### src/design/tsp_pkg.sv
// ----------------------------------------------------------------------------
// tsp_pkg
// shared types, constants and the quarter-wave sine table for the
// three-phase sine pwm datapath
// ----------------------------------------------------------------------------
package tsp_pkg;

	typedef logic [15:0] turn_t;
	typedef logic [14:0] mag_t;
	typedef logic [9:0]  amp_t;

	typedef struct packed {
		logic neg;
		mag_t mag;
	} sine_t;

	localparam amp_t         AMP_MAX         = 10'd1000;
	localparam logic [10:0]  FULL_SCALE      = 11'd1000;
	localparam turn_t        TURN_THIRD      = 16'd21845;
	localparam turn_t        TURN_TWO_THIRDS = 16'd43691;
	localparam mag_t         SINE_PEAK       = 15'd32767;
	localparam logic [14:0]  QUARTER_TURN    = 15'd16384;
	localparam logic [19:0]  INTERP_HALF     = 20'd256;

	// round(32767 * sin(i * pi / 64)), i = 0..32
	function automatic mag_t sine_entry(input logic [5:0] idx);
		mag_t v;
		case (idx)
			6'd0:  v = 15'd0;
			6'd1:  v = 15'd1608;
			6'd2:  v = 15'd3212;
			6'd3:  v = 15'd4808;
			6'd4:  v = 15'd6393;
			6'd5:  v = 15'd7962;
			6'd6:  v = 15'd9512;
			6'd7:  v = 15'd11039;
			6'd8:  v = 15'd12539;
			6'd9:  v = 15'd14010;
			6'd10: v = 15'd15446;
			6'd11: v = 15'd16846;
			6'd12: v = 15'd18204;
			6'd13: v = 15'd19519;
			6'd14: v = 15'd20787;
			6'd15: v = 15'd22005;
			6'd16: v = 15'd23170;
			6'd17: v = 15'd24279;
			6'd18: v = 15'd25329;
			6'd19: v = 15'd26319;
			6'd20: v = 15'd27245;
			6'd21: v = 15'd28105;
			6'd22: v = 15'd28898;
			6'd23: v = 15'd29621;
			6'd24: v = 15'd30273;
			6'd25: v = 15'd30852;
			6'd26: v = 15'd31356;
			6'd27: v = 15'd31785;
			6'd28: v = 15'd32137;
			6'd29: v = 15'd32412;
			6'd30: v = 15'd32609;
			6'd31: v = 15'd32728;
			6'd32: v = 15'd32767;
			default: v = 15'd32767;
		endcase
		return v;
	endfunction

endpackage

### src/design/tsp_sine.sv
// ----------------------------------------------------------------------------
// tsp_sine
// two-stage sine magnitude: quadrant fold and table read, then linear
// interpolation; carries the sign of the half-wave alongside
// ----------------------------------------------------------------------------
module tsp_sine (
	input  logic               clk,
	input  tsp_pkg::turn_t     phase,
	output tsp_pkg::sine_t     sine
);

	logic [14:0]    folded;
	logic [5:0]     idx;
	tsp_pkg::mag_t  lo;
	tsp_pkg::mag_t  hi;
	logic [10:0]    diff;

	tsp_pkg::mag_t  lo_s2;
	logic [10:0]    diff_s2;
	logic [8:0]     fr_s2;
	logic           neg_s2;

	logic [19:0]    interp;

	always_comb begin
		if (phase[14]) begin
			folded = tsp_pkg::QUARTER_TURN - {1'b0, phase[13:0]};
		end else begin
			folded = {1'b0, phase[13:0]};
		end
		idx = folded[14:9];
		if (idx[5]) begin
			lo   = tsp_pkg::SINE_PEAK;
			hi   = tsp_pkg::SINE_PEAK;
		end else begin
			lo   = tsp_pkg::sine_entry(idx);
			hi   = tsp_pkg::sine_entry(idx + 6'd1);
		end
		diff = 11'(hi - lo);
	end

	always_ff @(posedge clk) begin
		lo_s2   <= lo;
		diff_s2 <= diff;
		fr_s2   <= folded[8:0];
		neg_s2  <= phase[15];
	end

	assign interp = 20'(diff_s2) * 20'(fr_s2) + tsp_pkg::INTERP_HALF;

	always_ff @(posedge clk) begin
		sine.neg <= neg_s2;
		sine.mag <= lo_s2 + 15'(interp >> 9);
	end

endmodule

### config.mk
export PLATFORM = sky130hd
export DESIGN_NAME = tsp_sine
export DESIGN_NICKNAME = d
export VERILOG_FILES = /design/src/design/tsp_pkg.sv /design/src/design/tsp_sine.sv
export SDC_FILE = /design/constraint.sdc
export NUM_CORES = 1
export LEC_CHECK = 0
export BUFFER_PORTS_ARGS = -buffer_cell sky130_fd_sc_hd__clkbuf_2
export CAP_MARGIN = 30
export CORE_ASPECT_RATIO = 1.2
export CORE_UTILIZATION = 50
export DETAILED_ROUTE_END_ITERATION = 16
export PLACE_DENSITY = 0.76
export SLEW_MARGIN = 5
export SYNTH_ARGS = -nofsm -noshare
export SYNTH_HDL_FRONTEND = slang
export SYNTH_SLANG_ARGS = --single-unit
### constraint.sdc
create_clock -name clk -period 8.51 [get_ports clk]
set_input_delay 1.702 -clock clk [delete_from_list [all_inputs] [get_ports clk]]
set_output_delay 1.702 -clock clk [all_outputs]
set_load 0.005 [all_outputs]
# Word-level counts from Yosys, hierarchy flattened
# Memory sizes are Yosys's and may differ from the RTL's.
# Index checks and enable logic that the tools add are counted.
totals:
  rom_bits: 1920
  regBits: 52
  memories: 2
  out_inout_bits: 16
op_classes:
  addsub: 5
  n_mux: 3
  multipliers: 1
mem_list:
  columns: ["memory", "words", "word_bits", "read_ports", "rd_clocked_by_memory_dff", "write_ports", "line", "text"]
  rows:
  - ["(name not given)", 64, 15, 1, 0, 0, "tsp_pkg.sv:28", "case (idx)"]
  - ["(name not given)", 64, 15, 1, 0, 0, "tsp_pkg.sv:28", null]
ops:
  columns: ["cell", "count"]
  rows:
  - ["$mux 15", 2]
  - ["$add 20x9->20 const B", 1]
  - ["$mul 11x9->20", 1]
  - ["$add 15x11->15", 1]
  - ["$sub 15x14->15 const A", 1]
  - ["$mux 11", 1]
  - ["$sub 11x11->11", 1]
  - ["$add 6x1->6 const B", 1]

# Logic depth before layout (Yosys ltp)
# An unclocked memory read counts as a cell.
depth:
  ltp_word: 6
  depth_mapped: 27

# Worst setup path after synthesis
# OpenSTA, ideal clock, no wires.
synth_timing:
  kind: "input -> register"
  from: "input phase[4]"
  to: "register diff_s2[10]"
  path_buffers: 4
  path_slack_ps: 1877
  t_arrival_ps: 6560
  stages: 24
  path_cell_list: "nor4_4 a31oi_1 xnor2_2 ha_1 clkbuf_1 inv_1 ha_1 clkbuf_1 clkbuf_1 clkbuf_1 a21oi_1 nor3_1 nor2_1 ha_1 inv_1 fa_1 a21o_1 a21oi_1 nand2b_1 a21boi_0 nor4_1 o41ai_1 xor2_1 xnor2_1"
synth_via:
  elab_chain_len: 6
synth_rtl:
  columns: ["item", "line", "text"]
  rows:
  - ["start, declared", "tsp_sine.sv:8", "input tsp_pkg::turn_t phase,"]
  - ["$sub 15x14->15 (*)", "tsp_sine.sv:27", "folded = tsp_pkg::QUARTER_TURN - {1'b0, phase[13:0]};"]
  - ["$mux 15 (*)", "tsp_sine.sv:26", "if (phase[14]) begin"]
  - ["$add 6x1->6", "tsp_sine.sv:37", "hi = tsp_pkg::sine_entry(idx + 6'd1);"]
  - ["$mem_v2 64x15", null, null]
  - ["$mux 11", "tsp_sine.sv:32", "if (idx[5]) begin"]
  - ["$sub 11x11->11 (*)", "tsp_sine.sv:39", "diff = 11'(hi - lo);"]
  - ["named net diff[10]", "tsp_sine.sv:16", "logic [10:0] diff;"]
  - ["end signal, assigned", "tsp_sine.sv:44", "diff_s2 <= diff;"]
  - ["end, declared", "tsp_sine.sv:19", "logic [10:0] diff_s2;"]
# The timed path passes the listed nets; every way through them passes the cells marked *.

# Worst setup path after layout
layout_timing:
  from: "input phase[4]"
  to: "register diff_s2[9]"
# The elaborated chain is that of the path after synthesis.

==> key figures <==
GRT
  • Vias in the first global route: roughly 5500
  • Congestion Overflow GR: 0
  • First-pass GRT wire length: 26340 um
  • Total GRT Usage: 23.01%
  • Largest net degree at the start of global routing: 30
  • Initial antenna violation count: 0

Worst setup path
  • Crit path DAT: around 7.0 ns
  • Critical Path RT: roughly 8.7 ns
  • Critical path class: in -> reg
  • R2r startpoint: fr_s2[2]
  • Worst path cell trace: clkbuf_2 -> nor4_4 -> a31oi_1 -> xnor2_2 -> ha_1 -> nand3_2 -> xnor2_2 -> mux2_1 -> a211oi_1 -> o21ai_1 -> ha_1 -> nor2b_1 -> o21ai_0 -> a21boi_0 -> o21ai_0 -> a21boi_0 -> o21ai_0 -> nand2_1 -> o311ai_0
  • Worst Path Buf+Inv: 1
  • Reg2reg path depth: 25
  • CP max FO: 17
  • RR Endpoint: sine[13]
  • Slowest-stage cell, CP: xnor2_2
  • Max incr delay on CP: 0.67 ns
  • Worst R2R Setup Slack: 1.68 ns
  • CP Capture Type: flip-flop
  • Cell mode on critical path: o21ai_0
  • Cell family with most CP delay: compound AO/OA/AOI/OAI gates
  • Startpoint types: primary input

Detailed routing
  • Met2 wire len: 7852 um
  • Vias: between 5000 and 6000
  • Initial DRT Pass Iterations: 5
  • Vias per cell: 5.748
  • Met3 WL: 737 um
  • DR top layer: met4
  • Residual DRC: 0
  • Metal-1 WL: ~6700 um
  • Final wirelength: 15720 um
  • Post-route ant nets: 0
  • Starting DRT DRC Count: about 440
  • WL/cell: between 15 and 20 um

Logic synthesis
  • Synthesized area: 6959 um^2
  • Asr flop ratio synth: 0%
  • Synth area leaders: fa_1, ha_1, dfxtp_1, nand2_1, and2_1
  • Syn Inst Count: 832
  • Most common cell in the netlist: nand2_1
  • Net Count, Synth: 998
  • Area share of the largest cell type after synthesis: a little under a fifth
  • Sequential fraction of the synthesis area: 14.96%
  • Synth unique cells: 72
  • Primary FF master, synth: dfxtp_1
  • Yosys Warn Count: 0
  • Commonest cells post-synth: nand2_1, inv_1, ha_1, fa_1, nor2_1
  • Synth area leader: fa_1
  • Flops & latches, synth: 52
  • Number of flops mapped to enable cells by yosys: 0
  • Syn avg cell area: between 8 and 9 um^2

STA
  • Setup_tns: 0 ns
  • F_max: 146.5 MHz
  • Fin crit period: roughly 7 ns
  • Period utilization: around four fifths
  • Fin. max-slew vios: 0
  • Fin. Hold Viols: 0
  • Worst Max-Slew Pin Slew: 0.9237 ns
  • # setup viols final: 0
  • Setup repair after global routing missed its margin: no
  • Clock skew: 0.01406 ns
  • Slew headroom: 38.13%

Flow run
  • Max cap viols: 0

Cells and area
  • Layout cells sized above 1: 7.904%
  • Multi-input gate area: 5408 um^2
  • Area Growth Syn to Fin: 5.645%
  • Layout Utilization: 54.82%
  • ANT cells: 0
  • Layout fillers: roughly 1200
  • Final net count: 1000
  • Reg area: 1041 um^2

Clock tree
  • Root Driver: clkbuf_16
  • Worst skew pair latency: 0.30 ns
  • Clock sinks: 52
  • Num CTS Buffers: 5
  • Postcts setup bufs: 0
  • Post-cts resize count: 0
  • H-tree levels: 2
  • Reg clk slew, reported paths: 0.08 ns
  • TritonCTS clock tree: yes
  • Clk buf depth: 2
  • # hold bufs at CTS: 0

Floorplanning
  • Die Footprint: 14400 um^2
  • Core area: 13410 um^2
  • I/O pins: 33
  • Starting Density: 51.89%
  • Core Rows: between 40 and 50
  • Die Y: 131.2 um
  • Die X: 109.7 um

Placement
  • GP Congestion: 0.9754
  • Hpwl dp: 12570 um
  • PortBufs: 32

Min path
  • Hold Startpoint: neg_s2
  • Hold path endpoint: sine[15]
  • Hold depth: 0
  • Hold crit path type: reg -> reg

Outcome
  • Status: complete, no violations
cell type report:
class,count,share of cell area [%]
clock buffer,5,1.702
clock inverter,3,0.3404
inverter,88,4.493
multi-input combinational,648,73.55
sequential,52,14.16
tap,168,2.859
timing repair buffer,39,2.893
kinds of logic after synthesis:
group	after synthesis	synth area share (%)
buf+inv	132	7.443
simple gates	284	19.92
xor+xnor	46	6.922
fa+ha+maj	149	33.80
compound gates	164	16.22
flops	52	14.96
mux	5	0.7372
layout by cell type (no fill, tap or decap), types with 6 or more instances in the layout:
master    instances
nand2_1          99
inv_1            85
ha_1             84
fa_1             65
nor2_1           58
and2_1           52
dfxtp_1          52
a21oi_1          39
clkbuf_2         32
xnor2_1          31
o21ai_0          25
nor3_1           18
nand3_1          15
a211oi_1         15
o211ai_1          9
xor2_1            8
a21o_1            8
a31oi_1           8
o21ai_1           8
nor2b_1           7
or3_1             7
buf_4             7
nand2b_1          6
a311oi_1          6
sequential cells by signal, indices dropped and copies added, names as in the netlist:
| signal | count |
|---|---|
| neg_s2 | 1 |
| lo_s2 | 15 |
| sine | 16 |
| diff_s2 | 11 |
| fr_s2 | 9 |
layer usage:
metal / GRT usage (%) / vias to the layer above
met4: 7.111 / 0
met2: 38.57 / 189
met1: 30.59 / 2742
li1: - / 2804
met5: 0 / -
met3: 2.679 / 30
through the flow:
stage	hold slack, ns	cell area, um^2	setup WS, ns	instances
after floorplan	0.3096	6959	1.877	832
after global placement	0.3107	7202	1.543	995
after detailed placement	0.3150	7202	1.387	995
after CTS	0.3328	7352	1.654	1003
after global routing	0.3341	7352	1.201	1003
final	0.3312	7352	1.683	1003
worst max path at each step:
stage | start | end | slack [ns] | depth (start not counted)
2_1_floorplan | phase[4] | diff_s2[10] | 1.88 | 24
3_3_place_gp | phase[4] | diff_s2[10] | 1.54 | 20
3_5_place_dp | phase[4] | diff_s2[9] | 1.39 | 19
4_1_cts | fr_s2[6] | sine[13] | 1.65 | 23
5_1_grt | phase[4] | diff_s2[9] | 1.20 | 19
6_report | phase[4] | diff_s2[9] | 1.68 | 19
Power is not shown: default switching activity piles up to over one toggle a cycle in this logic, so the estimate is an artifact.
